`src/sv/lrukv_pkg.sv`:
```
`timescale 1ns / 1ps
`default_nettype none
// ----------------------------------------------------------------------------
// lrukv_pkg
// Shared types and constants of the lru key-value cache.
// ----------------------------------------------------------------------------
package lrukv_pkg;

  localparam int DATA_W = 32;
  localparam int CAP_W  = 5;

  localparam logic [1:0] CMD_PUT  = 2'd0;
  localparam logic [1:0] CMD_GET  = 2'd1;
  localparam logic [1:0] CMD_LIST = 2'd2;

  localparam logic [CAP_W-1:0]  CAP_RESET  = 5'd16;
  localparam logic [DATA_W-1:0] MISS_VALUE = 32'hFFFF_FFFF;

  typedef enum logic [1:0] {
    OP_PUT,
    OP_GET,
    OP_LIST,
    OP_BAD
  } op_t;

  typedef struct packed {
    op_t               op;
    logic [DATA_W-1:0] key;
    logic [DATA_W-1:0] value;
  } item_t;

endpackage
`default_nettype wire

```
`src/sv/lrukv_front.sv`:
```
`timescale 1ns / 1ps
`default_nettype none
// ----------------------------------------------------------------------------
// lrukv_front
// Accepts command words, decodes them and holds them in a two-entry queue.
// ----------------------------------------------------------------------------
module lrukv_front (
  input  wire logic                         clk,
  input  wire logic                         rst,
  input  wire logic                         start,
  output logic                              busy,
  input  wire logic [1:0]                   command,
  input  wire logic [lrukv_pkg::DATA_W-1:0] key,
  input  wire logic [lrukv_pkg::DATA_W-1:0] value,
  output logic                              q_valid,
  output lrukv_pkg::item_t                  q_item,
  input  wire logic                         q_pop
);

  lrukv_pkg::item_t in_item;
  lrukv_pkg::item_t slot0;
  lrukv_pkg::item_t slot1;
  logic [1:0]       count;
  logic             push;

  always_comb begin
    unique case (command)
      lrukv_pkg::CMD_PUT:  in_item.op = lrukv_pkg::OP_PUT;
      lrukv_pkg::CMD_GET:  in_item.op = lrukv_pkg::OP_GET;
      lrukv_pkg::CMD_LIST: in_item.op = lrukv_pkg::OP_LIST;
      default:             in_item.op = lrukv_pkg::OP_BAD;
    endcase
    in_item.key   = key;
    in_item.value = value;
  end

  assign busy    = (count == 2'd2);
  assign push    = start && !busy;
  assign q_valid = (count != 2'd0);
  assign q_item  = slot0;

  always_ff @(posedge clk) begin
    if (rst) begin
      count <= 2'd0;
    end else begin
      unique case ({push, q_pop})
        2'b10: begin
          if (count == 2'd0) slot0 <= in_item;
          else               slot1 <= in_item;
          count <= count + 2'd1;
        end
        2'b01: begin
          slot0 <= slot1;
          count <= count - 2'd1;
        end
        2'b11: begin
          // one word leaves while another arrives
          if (count == 2'd1) begin
            slot0 <= in_item;
          end else begin
            slot0 <= slot1;
            slot1 <= in_item;
          end
        end
        default: begin
        end
      endcase
    end
  end

endmodule
`default_nettype wire

```
`src/sv/lrukv_back.sv`:
```
`timescale 1ns / 1ps
`default_nettype none
// ----------------------------------------------------------------------------
// lrukv_back
// Executes queued words: key match, lru choice, rank update and key listing.
// ----------------------------------------------------------------------------
module lrukv_back #(
  parameter int MAX_ENTRIES = 16
) (
  input  wire logic                                clk,
  input  wire logic                                rst,
  input  wire logic                                q_valid,
  input  wire lrukv_pkg::item_t                    q_item,
  output logic                                     q_pop,
  input  wire logic [$clog2(MAX_ENTRIES+1)-1:0]    eff_cap,
  output logic [$clog2(MAX_ENTRIES+1)-1:0]         fill_count,
  output logic                                     result_strobe,
  output logic                                     hit,
  output logic [lrukv_pkg::DATA_W-1:0]             key_out,
  output logic [lrukv_pkg::DATA_W-1:0]             value_out,
  output logic                                     last
);

  localparam int CW = $clog2(MAX_ENTRIES + 1);
  localparam int IW = (MAX_ENTRIES > 1) ? $clog2(MAX_ENTRIES) : 1;

  typedef enum logic [1:0] {
    S_IDLE,
    S_EXEC,
    S_LIST,
    S_DRAIN
  } state_t;

  state_t state;

  logic [lrukv_pkg::DATA_W-1:0] entry_key [MAX_ENTRIES];
  logic [IW-1:0]                rank      [MAX_ENTRIES];
  logic [MAX_ENTRIES-1:0]       valid;

  logic [lrukv_pkg::DATA_W-1:0] key_mem [MAX_ENTRIES];
  logic [lrukv_pkg::DATA_W-1:0] val_mem [MAX_ENTRIES];
  logic [lrukv_pkg::DATA_W-1:0] key_rdata;
  logic [lrukv_pkg::DATA_W-1:0] val_rdata;

  // executing word
  lrukv_pkg::op_t               op_q;
  logic [lrukv_pkg::DATA_W-1:0] key_q;
  logic [lrukv_pkg::DATA_W-1:0] value_q;
  logic                         hit_q;
  logic                         new_q;
  logic [IW-1:0]                slot_q;
  logic [IW-1:0]                list_rank;
  logic                         pend_last;

  logic [MAX_ENTRIES-1:0] match;
  logic [IW-1:0]          match_idx;
  logic [IW-1:0]          free_idx;
  logic [IW-1:0]          lru_idx;
  logic [IW-1:0]          list_idx;
  logic                   match_any;
  logic                   full;
  logic [CW-1:0]          old_rank;
  logic [CW-1:0]          fill_last;
  logic                   do_promote;
  logic                   do_write;

  assign fill_last = fill_count - CW'(1);
  assign full      = (fill_count >= eff_cap);
  assign q_pop     = (state == S_IDLE) && q_valid;

  // parallel key compare and slot encoders
  always_comb begin
    match_idx = '0;
    free_idx  = '0;
    lru_idx   = '0;
    list_idx  = '0;
    for (int i = 0; i < MAX_ENTRIES; i++) begin
      match[i] = valid[i] && (entry_key[i] == q_item.key);
      if (match[i]) match_idx = match_idx | IW'(i);
      if (valid[i] && (CW'(rank[i]) == fill_last)) lru_idx = lru_idx | IW'(i);
      if (valid[i] && (rank[i] == list_rank)) list_idx = list_idx | IW'(i);
    end
    for (int i = MAX_ENTRIES - 1; i >= 0; i--) begin
      if (!valid[i]) free_idx = IW'(i);
    end
    match_any = |match;
  end

  assign old_rank   = new_q ? fill_count : CW'(rank[slot_q]);
  assign do_promote = (state == S_EXEC) &&
                      ((op_q == lrukv_pkg::OP_PUT) || (hit_q && (op_q == lrukv_pkg::OP_GET)));
  assign do_write   = (state == S_EXEC) && (op_q == lrukv_pkg::OP_PUT);

  // entry state
  always_ff @(posedge clk) begin
    if (rst) begin
      valid      <= '0;
      fill_count <= '0;
      for (int i = 0; i < MAX_ENTRIES; i++) rank[i] <= '0;
    end else begin
      if (do_promote) begin
        for (int i = 0; i < MAX_ENTRIES; i++) begin
          if (valid[i] && (IW'(i) != slot_q) && (CW'(rank[i]) < old_rank)) begin
            rank[i] <= rank[i] + IW'(1);
          end
        end
        rank[slot_q] <= '0;
      end
      if (do_write && new_q) begin
        valid[slot_q] <= 1'b1;
        fill_count    <= fill_count + CW'(1);
      end
    end
  end

  always_ff @(posedge clk) begin
    if (do_write) entry_key[slot_q] <= key_q;
  end

  // key copy for listing and value store
  always_ff @(posedge clk) begin
    if (do_write) key_mem[slot_q] <= key_q;
    key_rdata <= key_mem[list_idx];
  end

  always_ff @(posedge clk) begin
    if (do_write) val_mem[slot_q] <= value_q;
    val_rdata <= val_mem[match_idx];
  end

  // sequencer and result register
  always_ff @(posedge clk) begin
    if (rst) begin
      state         <= S_IDLE;
      result_strobe <= 1'b0;
    end else begin
      result_strobe <= 1'b0;
      unique case (state)
        S_IDLE: begin
          if (q_valid) begin
            op_q    <= q_item.op;
            key_q   <= q_item.key;
            value_q <= q_item.value;
            hit_q   <= match_any;
            new_q   <= !match_any && !full;
            if (match_any)  slot_q <= match_idx;
            else if (!full) slot_q <= free_idx;
            else            slot_q <= lru_idx;
            unique case (q_item.op)
              lrukv_pkg::OP_PUT, lrukv_pkg::OP_GET: begin
                state <= S_EXEC;
              end
              lrukv_pkg::OP_LIST: begin
                if (fill_count == '0) begin
                  result_strobe <= 1'b1;
                  hit           <= 1'b0;
                  key_out       <= '0;
                  value_out     <= '0;
                  last          <= 1'b1;
                end else begin
                  list_rank <= '0;
                  state     <= S_LIST;
                end
              end
              default: begin
                result_strobe <= 1'b1;
                hit           <= 1'b0;
                key_out       <= q_item.key;
                value_out     <= '0;
                last          <= 1'b1;
              end
            endcase
          end
        end
        S_EXEC: begin
          result_strobe <= 1'b1;
          hit           <= hit_q;
          key_out       <= key_q;
          last          <= 1'b1;
          if (op_q == lrukv_pkg::OP_GET) value_out <= hit_q ? val_rdata : lrukv_pkg::MISS_VALUE;
          else                           value_out <= '0;
          state <= S_IDLE;
        end
        S_LIST: begin
          // key read for the previous rank is out of the copy store now
          if (list_rank != '0) begin
            result_strobe <= 1'b1;
            hit           <= 1'b1;
            key_out       <= key_rdata;
            value_out     <= '0;
            last          <= 1'b0;
          end
          pend_last <= (CW'(list_rank) == fill_last);
          if (CW'(list_rank) == fill_last) state <= S_DRAIN;
          else                             list_rank <= list_rank + IW'(1);
        end
        S_DRAIN: begin
          result_strobe <= 1'b1;
          hit           <= 1'b1;
          key_out       <= key_rdata;
          value_out     <= '0;
          last          <= pend_last;
          state         <= S_IDLE;
        end
        default: state <= S_IDLE;
      endcase
    end
  end

endmodule
`default_nettype wire

```
`src/sv/lru_key_value_cache.sv`:
```
`timescale 1ns / 1ps
`default_nettype none
// ----------------------------------------------------------------------------
// lru_key_value_cache
// Fully associative key-value cache with least-recently-used replacement.
// ----------------------------------------------------------------------------
// A command word (command, key, value) is taken at a clock edge with start
// high and busy low; it lands in a two-word queue, so busy rises only when
// both queue slots are taken. The execution side pops one word at a time.
// Put and get: one result per word, through two steps: the parallel key
// compare and slot choice, then the rank update and the value store
// access; the execution side pops no new word until both are done.
// List: one key per cycle from most to least recent, last set on the final
// key; an empty cache gives one result with hit clear.
// Each result is shown for one cycle with result_strobe high; the receiver
// cannot stall, so results never back up.
// cfg_we/cfg_data write the capacity; the write is dropped while any entry
// is valid. Reset clears valid bits, ranks, the fill count and the queue and
// sets the capacity to 16; no clearing pass is needed.
// ----------------------------------------------------------------------------
module lru_key_value_cache #(
  parameter int MAX_ENTRIES = 16
) (
  input  wire logic                                clk,
  input  wire logic                                rst,
  input  wire logic                                start,
  output logic                                     busy,
  input  wire logic [1:0]                          command,
  input  wire logic signed [lrukv_pkg::DATA_W-1:0] key,
  input  wire logic signed [lrukv_pkg::DATA_W-1:0] value,
  input  wire logic                                cfg_we,
  input  wire logic [lrukv_pkg::CAP_W-1:0]         cfg_data,
  output logic                                     result_strobe,
  output logic                                     hit,
  output logic signed [lrukv_pkg::DATA_W-1:0]      key_out,
  output logic signed [lrukv_pkg::DATA_W-1:0]      value_out,
  output logic                                     last
);

  localparam int CW   = $clog2(MAX_ENTRIES + 1);
  localparam int CMPW = (CW > lrukv_pkg::CAP_W) ? CW : lrukv_pkg::CAP_W;

  logic [lrukv_pkg::CAP_W-1:0] cache_capacity;
  logic [CW-1:0]               fill_count;
  logic [CW-1:0]               eff_cap;
  logic [CMPW-1:0]             cap_ext;
  logic                        q_valid;
  logic                        q_pop;
  lrukv_pkg::item_t            q_item;
  logic [lrukv_pkg::DATA_W-1:0] key_out_u;
  logic [lrukv_pkg::DATA_W-1:0] value_out_u;

  always_ff @(posedge clk) begin
    if (rst) begin
      cache_capacity <= lrukv_pkg::CAP_RESET;
    end else if (cfg_we && (fill_count == '0)) begin
      cache_capacity <= cfg_data;
    end
  end

  // clamp the capacity into 1..MAX_ENTRIES
  assign cap_ext = CMPW'(cache_capacity);
  always_comb begin
    priority if (cap_ext == '0)                 eff_cap = CW'(1);
    else if (cap_ext > CMPW'(MAX_ENTRIES))      eff_cap = CW'(MAX_ENTRIES);
    else                                        eff_cap = cap_ext[CW-1:0];
  end

  lrukv_front u_front (
    .clk     (clk),
    .rst     (rst),
    .start   (start),
    .busy    (busy),
    .command (command),
    .key     (key),
    .value   (value),
    .q_valid (q_valid),
    .q_item  (q_item),
    .q_pop   (q_pop)
  );

  lrukv_back #(
    .MAX_ENTRIES (MAX_ENTRIES)
  ) u_back (
    .clk           (clk),
    .rst           (rst),
    .q_valid       (q_valid),
    .q_item        (q_item),
    .q_pop         (q_pop),
    .eff_cap       (eff_cap),
    .fill_count    (fill_count),
    .result_strobe (result_strobe),
    .hit           (hit),
    .key_out       (key_out_u),
    .value_out     (value_out_u),
    .last          (last)
  );

  assign key_out   = key_out_u;
  assign value_out = value_out_u;

endmodule
`default_nettype wire
```
`config.mk`:
```
export PLATFORM = sky130hd
export DESIGN_NAME = lru_key_value_cache
export DESIGN_NICKNAME = d
export VERILOG_FILES = /design/src/sv/lrukv_pkg.sv /design/src/sv/lrukv_front.sv /design/src/sv/lrukv_back.sv /design/src/sv/lru_key_value_cache.sv
export SDC_FILE = /design/constraint.sdc
export NUM_CORES = 2
export LEC_CHECK = 0
export ABC_AREA = 1
export ABC_CLOCK_PERIOD_IN_PS = 20000
export BUFFER_PORTS_ARGS = -buffer_cell sky130_fd_sc_hd__buf_4
export CORE_MARGIN = 4
export CORE_UTILIZATION = 55
export DETAILED_ROUTE_END_ITERATION = 8
export PLACE_DENSITY = 0.71
export SYNTH_ARGS = -nofsm -noshare
export SYNTH_HDL_FRONTEND = slang
export SYNTH_SLANG_ARGS = --single-unit
```
`constraint.sdc`:
```
create_clock -name clk -period 20 [get_ports clk]
set_input_delay 2 -clock clk [delete_from_list [all_inputs] [get_ports clk]]
set_output_delay 2 -clock clk [all_outputs]
set_load 0.02 [all_outputs]
```
==> impl_metrics.ini <==
[status]
outcome = completed

[clock_tree]
root_buffer = clkbuf_16
cts_sinks = 1462
cts_inserted_buffers = 155
clk_pin_slew_ps = 60
cts_setup_buffers = 0
h-tree-depth = 4
post_cts_resized = 0
postCtsHoldBufs = 0
clockBufferDepth = 3
clk_latency_ps = 820
cts_tree = done

[worst_hold_path]
hold_class = reg -> reg

[worst_setup_path]
path_max_fanout = 114
arrival_ps = 7060
crit_slowest_cell = edfxtp_1
cpMostUsedCell = nand2_1
startpoint_type = flop
critical_path_class = reg -> reg
path_delay_family = simple AND/OR/NAND/NOR gates
critical_path.cell_chain = inv_2, a21oi_1, nand2_1, nor2_1, nand2_1, nor2_1, nand3_1, nand2_2, nor2_8, nand2_8, buf_4, buf_4, nand2_1, nand2_1, nand2_1, nand3_1, nand3_1, nand2_1
worstSetupEndpointType = flop
required_ps = 20760
crit_buf_inv = 3
critPathMaxStageDelay_ps = 1070
rrSetupSlack_ps = 13700

[sta]
relSlewSlack_pct = 10.3
hold_violations = 0
worst_hold_slack_ps = 418
slew_violations = 0
tightest_slew_ps = 1330
setup_viol = 0
tns_ps = 0
fin_crit_ps = 6300
clock_skew_ps = 51.2
max_freq_mhz = 159
rsz0062_at_grt = no
post-route-period-util_pct = 31.5

[place]
port_buffers = 142
gp_congestion = 1.12
placed_area_sq_mm = 0.0716
dp_hpwl_um = 185000

[routing]
routed_via_density = 6.40
ant_nets = 0
via_count = 57400
wl_met3_um = 35900
drtPass1Iterations = 9
wl_met1_um = 108000
wl_per_cell_um = 31.3
drcViolationCount = 0
routed_wl_um = 280000
highest_layer = met5
drtIter0Drc = 10200
wl_met2_um = 119000

[finish]
fin_nets = 7325
final_util_pct = 61.2
layout-drive-gt1-share_pct = 7.99
fillers = 10400
seqCellArea_sq_mm = 0.0423
final_area_sq_mm = 0.0769
final_common_cell = nand2_1
multi_input_area_sq_mm = 0.0233
final_cell_mix = nand2_1 (2,186), edfxtp_1 (1,299), nand3_1 (746)
area_growth_pct = 10.6

[job]
maxCapViolCount = 0

[floorplan]
core_sq_mm = 0.126
num_rows = 130
die_w_um = 364
die_area_sq_mm = 0.132
die_h_um = 364
ios = 143
initial_utilization_pct = 55.4

[grt]
grt_overflow = 0
grt_pass1_wl_um = 390000
grt_pass1_vias = 52000
antenna_found_initial = 17
grtUsageTotal_pct = 41.7
grt_max_degree = 165

[logic_synthesis]
postSynthAreaPerCell_sq_um = 9.70
syn-num-nets = 7322
async_flop_share_pct = 0
synthCells = 7168
yosys_register_bits = 1462
synth.yosys.seq_area_share_pct = 60.8
yosysUniqueCellTypes = 53
synth.cell_area_sq_mm = 0.0695
yosysWarningCount = 0
ys.flop_type = edfxtp_1
synth_enable_flop_cells = 1299

[power_and_ir_drop]
totalPowerFinal_uw = 9300
powerDensity_mw_per_mm2 = 121
ir_drop_mv = 0.129
p_leak_uw = 0.0292
## worst reg2reg max path: stages, from the launching register on
cell and delay (ps):
edfxtp_1 1070, inv_2 490, a21oi_1 560, nand2_1 190, nor2_1 230, nand2_1 80
nor2_1 150, nand3_1 220, nand2_2 190, nor2_8 170, nand2_8 620, buf_4 720
buf_4 860, nand2_1 220, nand2_1 130, nand2_1 70, nand3_1 110, nand3_1 90
nand2_1 90
## final cells by class
class / instances / share of cell area (%)
sequential: 1462 / 55.0
multi-input combinational: 4746 / 30.3
clock buffer: 216 / 5.54
inverter: 557 / 2.72
tap: 1650 / 2.69
timing repair buffer: 249 / 2.45
clock inverter: 75 / 1.32
antenna: 9 / 0.0293
## report_power, final
group          internal [uW]  total [uW]  switching (uW)
logic                    484        2180            1690
clock network           1700        2980            1280
registers               3800        4140             345
## synth_stat cells (7+ instances only)
master,instances,share of area [%]
nor3_1,62,0.45
edfxtp_1,1299,56
xor2_1,89,1.1
inv_1,517,2.8
dfxtp_1,163,4.7
inv_2,38,0.21
clkbuf_1,118,0.64
o2111ai_1,7,0.088
xnor2_1,130,1.6
nor2_1,362,2.0
nand4_1,75,0.67
o211ai_1,205,2.2
ha_1,79,1.4
o221ai_1,7,0.088
buf_6,18,0.29
nand2_1,2187,12
buf_1,19,0.10
nand3_1,747,5.4
a211oi_1,19,0.21
o22ai_1,121,1.1
nand3b_1,8,0.086
a21oi_1,214,1.5
o21ai_0,367,2.6
buf_2,173,1.2
buf_4,74,0.80
or2_2,16,0.14
## metrics by stage
stage / instances / worst slack, ps
after floorplan: 7168 / 6260
after global placement: 8664 / 14120
after detailed placement: 8664 / 14090
after CTS: 8955 / 14010
after global routing: 8955 / 13520
final: 8964 / 13700
## metal layers
metal	vias up	GRT usage, %
li1	24600	-
met1	27700	58.1
met2	4380	60.4
met3	732	10.6
met4	10	22.1
met5	-	0
## state kept, by name, indices dropped and copies added, names as in the netlist, 64 cells and up, named ones only
| name | count |
|---|---|
| u_back.key_mem | 512 |
| u_front.slot1 | 66 |
| u_front.q_item | 66 |
| u_back.rank | 64 |
| u_back.val_mem | 512 |
## worst paths after layout
kind | startpoint | endpoint | cells past startpoint
setup reg to reg | u_front.q_item[49] | u_back.val_rdata[2] | 18
setup / recovery | u_front.q_item[49] | u_back.val_rdata[2] | 18
hold reg to reg | u_front.q_item[2] | u_back.value_q[2] | 0
hold / removal | u_front.q_item[2] | u_back.value_q[2] | 0
## cell families after synthesis
family	Yosys count	synth area share, %
fa+ha+maj	79	1.42
flops	1462	60.8
xor+xnor	220	2.78
simple gates	3482	20.8
buf+inv	960	6.09
compound gates	965	8.15
(Power assumes the default switching activity.)
